<file path="src/design/pnat_ctl.sv">
// stage valid bits and per-stage load enables with bubble collapse
`default_nettype none

module pnat_ctl #(
    parameter int S = 39
) (
    input  wire logic          i_clk,
    input  wire logic          i_rst_n,
    input  wire logic          i_in_valid,
    input  wire logic          i_out_ready,
    input  wire logic          i_busy,
    output logic               o_in_ready,
    output logic               o_out_valid,
    output logic [S-1:0]       o_en
);

    logic [S-1:0] r_v;
    logic [S-1:0] n_v;
    logic         w_take;

    // a stage loads when any stage at or after it is empty, or the output drains
    always_comb begin
        for (int k = 0; k < S; k++) begin
            o_en[k] = i_out_ready || ((r_v | ((S'(1) << k) - S'(1))) != '1);
        end
    end

    assign o_in_ready  = o_en[0] && !i_busy;
    assign w_take      = i_in_valid && o_in_ready;
    assign o_out_valid = r_v[S-1];

    always_comb begin
        n_v[0] = o_en[0] ? w_take : r_v[0];
        for (int k = 1; k < S; k++) begin
            n_v[k] = o_en[k] ? r_v[k-1] : r_v[k];
        end
    end

    always_ff @(posedge i_clk) begin
        if (!i_rst_n) begin
            r_v <= '0;
        end else begin
            r_v <= n_v;
        end
    end

endmodule

`default_nettype wire

</file>
<file path="config.mk">
export PLATFORM = sky130hd
export DESIGN_NAME = pnat_ctl
export DESIGN_NICKNAME = d
export VERILOG_FILES = /design/src/design/pnat_ctl.sv
export SDC_FILE = /design/constraint.sdc
export NUM_CORES = 1
export LEC_CHECK = 0
export ABC_AREA = 1
export BUFFER_PORTS_ARGS = -buffer_cell sky130_fd_sc_hd__buf_2
export CAP_MARGIN = 20
export CORE_MARGIN = 8
export CORE_UTILIZATION = 26
export DETAILED_ROUTE_END_ITERATION = 16
export GPL_TIMING_DRIVEN = 0
export PLACE_DENSITY = 0.45
export SETUP_SLACK_MARGIN = 0.2
export SYNTH_ARGS = -nofsm -noshare
export SYNTH_HDL_FRONTEND = slang
export SYNTH_SLANG_ARGS = --single-unit
</file>
<file path="constraint.sdc">
create_clock -name i_clk -period 1.9 [get_ports i_clk]
set_input_delay 0.19 -clock i_clk [delete_from_list [all_inputs] [get_ports i_clk]]
set_output_delay 0.19 -clock i_clk [all_outputs]
set_load 0.01 [all_outputs]
</file>
==> impl_metrics.tcl <==
set metrics [dict create \
    hold_end "r_v[0]" \
    portBuffers 45 \
    setup_viol 0 \
    antenna_found_initial 0 \
    timing.slew.headroom_pct 61.5 \
    clk-insertion-delay-late_ns 0.29 \
    synth_warnings 0 \
    num-fill-cells 847 \
    synth.cell_area_um2 2060 \
    cpPeakStageDelay_ns 0.36 \
    setup_tns_ns 0 \
    pre_cts_ws_ns 0.262 \
    rsz0062_at_grt "true" \
    final_hold_viol_count 0 \
    drv_cap 0 \
    largest_reg_flops 39 \
    drcViolationCount 0 \
    synthToLayoutAreaGrowth_pct 49.9 \
    grt_use_met2_pct 20.1 \
    gr-usage-met1_pct 15.0 \
    h-tree-depth 2 \
    cts_sinks 39 \
    viasPerCell 4.32 \
    final-seq-area_um2 841 \
    dieArea_um2 11000 \
    hp-start "i_busy" \
    slowest_stage "dfxtp_2" \
    drive_gt1_share_pct 51.3 \
    firstDrtPassIters 4 \
    finalCriticalPeriod_ns 1.74 \
    p_seq_share_pct 59.3 \
    arrival_ns 1.55 \
    critical_path.max_fanout 7 \
    crit_chain "nand2_2, nor2_1, nand2_2, nor2_4, nand4_1, buf_2" \
    max_freq_mhz 575 \
    layout.nets 388 \
    holdBufCountCts 0 \
    p_leak_nw 1.31 \
    clockPowerShare_pct 38.1 \
    fin_hold_ws_ns 0.169 \
    combPwrFrac_pct 2.6 \
    cp_top_family "simple AND/OR/NAND/NOR gates" \
    grt.total_usage_pct 12.2 \
    r2r-end "r_v[4]" \
    core_um2 7690 \
    p_int_mw 1.06 \
    dp.cells 440 \
    die_y_um 105 \
    dp_hpwl_um 4930 \
    gp_congestion 0.785 \
    syn_nets 298 \
    synth_cells 293 \
    vias 2090 \
    synth.top_cell.area_share_pct 38.0 \
    grt_pass1_vias 2213 \
    critPathKind "reg -> out" \
    synth.distinct_cells 24 \
    status "finished clean" \
    worst_slack_ns 0.160 \
    postSynthAreaPerCell_um2 7.02 \
    yosysTopAreaCell "dfxtp_1" \
    grt_pass1_wl_um 10900 \
    regMostFlops "r_v" \
    gr-total-overflow 0 \
    clock_path_buffers 2 \
    placement_rows 32 \
    clk_pin_slew_ns 0.07 \
    met3_usage_pct 2.70 \
    hold-path-cell-count 4 \
    utilization_pct 40.1 \
    top_regs "r_v x39" \
    swShare_pct 22.2 \
    min_period_over_period_pct 91.6 \
    drt_iter0_drc 75 \
    io_pins 46 \
    instances_no_fill 484 \
    clockRootBuffer "clkbuf_8" \
    peakVddDrop_uv 240 \
    ys_seq_area_share_pct 38.0 \
    critical_path_required_ns 1.71 \
    crit_path_end_kind "output port" \
    initial_core_util_pct 26.7 \
    r2r_cells 8 \
    cpMostUsedCell "nand2_2" \
    r2r_start "r_v[36]" \
    slew_violations 0 \
    grt_max_degree 11 \
    wl_per_cell_um 13.7 \
    worst-path-buf-inv 1 \
    busiest_layer "met2" \
    worst_pin_slew_ns 0.577 \
    antenna_left 0 \
    cts_tree "built" \
    fin_worst_skew_ns 0.00657 \
    ys_ff_latch 39 \
    r2r_setup_slack_ns 0.39 \
    drt_wl_total_um 6630 \
    multi_input_comb_area_um2 1200 \
    numCtsBuffers 5 \
    cp-start-kind "flip-flop" \
    synth.area.top_cells "dfxtp_1 38%, inv_1 12%, nand2_1 9.5%, nor2_1 6.8%, a21oi_1 6.1%" \
    power_switching_uw 303 \
    hold_class "in -> reg" \
    power_density_nw_per_um2 442 \
    die_x_um 105 \
    diodes 0 \
]
cells in the final DEF, fill, tap and decap left out, types with 12 or more instances in the layout:
cell	synthesis	layout
nor2_1	37	25
buf_2	0	40
nor2_4	10	20
nand2_1	52	34
dfxtp_2	0	21
a21oi_1	25	25
inv_1	64	60
buf_4	0	33
nand2_2	4	15
nand4_1	12	12
Yosys cell counts (all sizes together):
library cell / n
o21a: 4
o21ai: 1
clkinv: 1
nand2: 58
dfxtp: 39
a21oi: 28
nand3b: 2
nor3: 2
nand3: 19
nand4: 14
nor2: 54
inv: 68
clkbuf: 3
worst register-to-register path, cell delays in order (launching register included):
cell      delay [ns]
dfxtp_4         0.38
nand2_4         0.07
nor2_4          0.14
nand3b_4        0.13
nor2_4          0.14
nand4_1         0.18
buf_4           0.18
buf_4           0.12
a21oi_1         0.10
logic make-up after synthesis:
logic type      Yosys count  synth area share [%]
simple gates            149                  39.6
buf+inv                  72                  13.1
flops                    39                  38.0
compound gates           33                  9.25
what timing repair did:
item                                    in CTS  in global routing
gates resized for setup                     50                 56
endpoints found under the setup margin      28                 31
buffers inserted                            26                 12
pin swaps                                   29                 25
how the worst max path moves through the flow:
| stage | startpoint | end | slack [ns] | depth (start not counted) |
|---|---|---|---|---|
| after floorplan | r_v[38] | o_en[2] | 0.48 | 5 |
| after global placement | r_v[38] | o_en[5] | 0.27 | 8 |
| after detailed placement | r_v[38] | o_en[5] | 0.26 | 8 |
| after CTS | r_v[36] | o_en[4] | 0.13 | 6 |
| after global routing | r_v[36] | o_en[7] | 0.09 | 6 |
| final | r_v[27] | o_en[3] | 0.16 | 6 |
metrics by stage:
| step | power, mW | instance area, um^2 |
|---|---|---|
| floorplan | 0.858 | 2060 |
| global placement | 0.876 | 2410 |
| detailed placement | 0.876 | 2410 |
| CTS | 1.39 | 2820 |
| global route | 1.42 | 3080 |
| finish | 1.36 | 3080 |
power groups by stage:
stage               clock network (mW)  registers (mW)  logic [mW]
floorplan                            0           0.839      0.0183
detailed placement                   0           0.840      0.0360
finish                           0.519           0.807      0.0355
CTS                              0.536           0.817      0.0366
global placement                     0           0.840      0.0363
global route                     0.577           0.807      0.0402
per-layer routing:
metal,vias to the layer above,share of wire [%]
met5,-,0
met4,0,2.3
met3,11,3.5
met2,36,49
met1,965,45
li1,1078,-
area by class of cell:
| type | instances | area share (%) |
|---|---|---|
| Clock buffer | 6 | 2.35 |
| Multi-Input combinational cell | 182 | 38.9 |
| Inverter | 69 | 8.49 |
| Sequential cell | 39 | 27.3 |
| Buffer | 3 | 0.365 |
| Timing Repair Buffer | 83 | 18.5 |
| Tap cell | 102 | 4.14 |
Note: power is estimated with default switching activity, not from simulation.
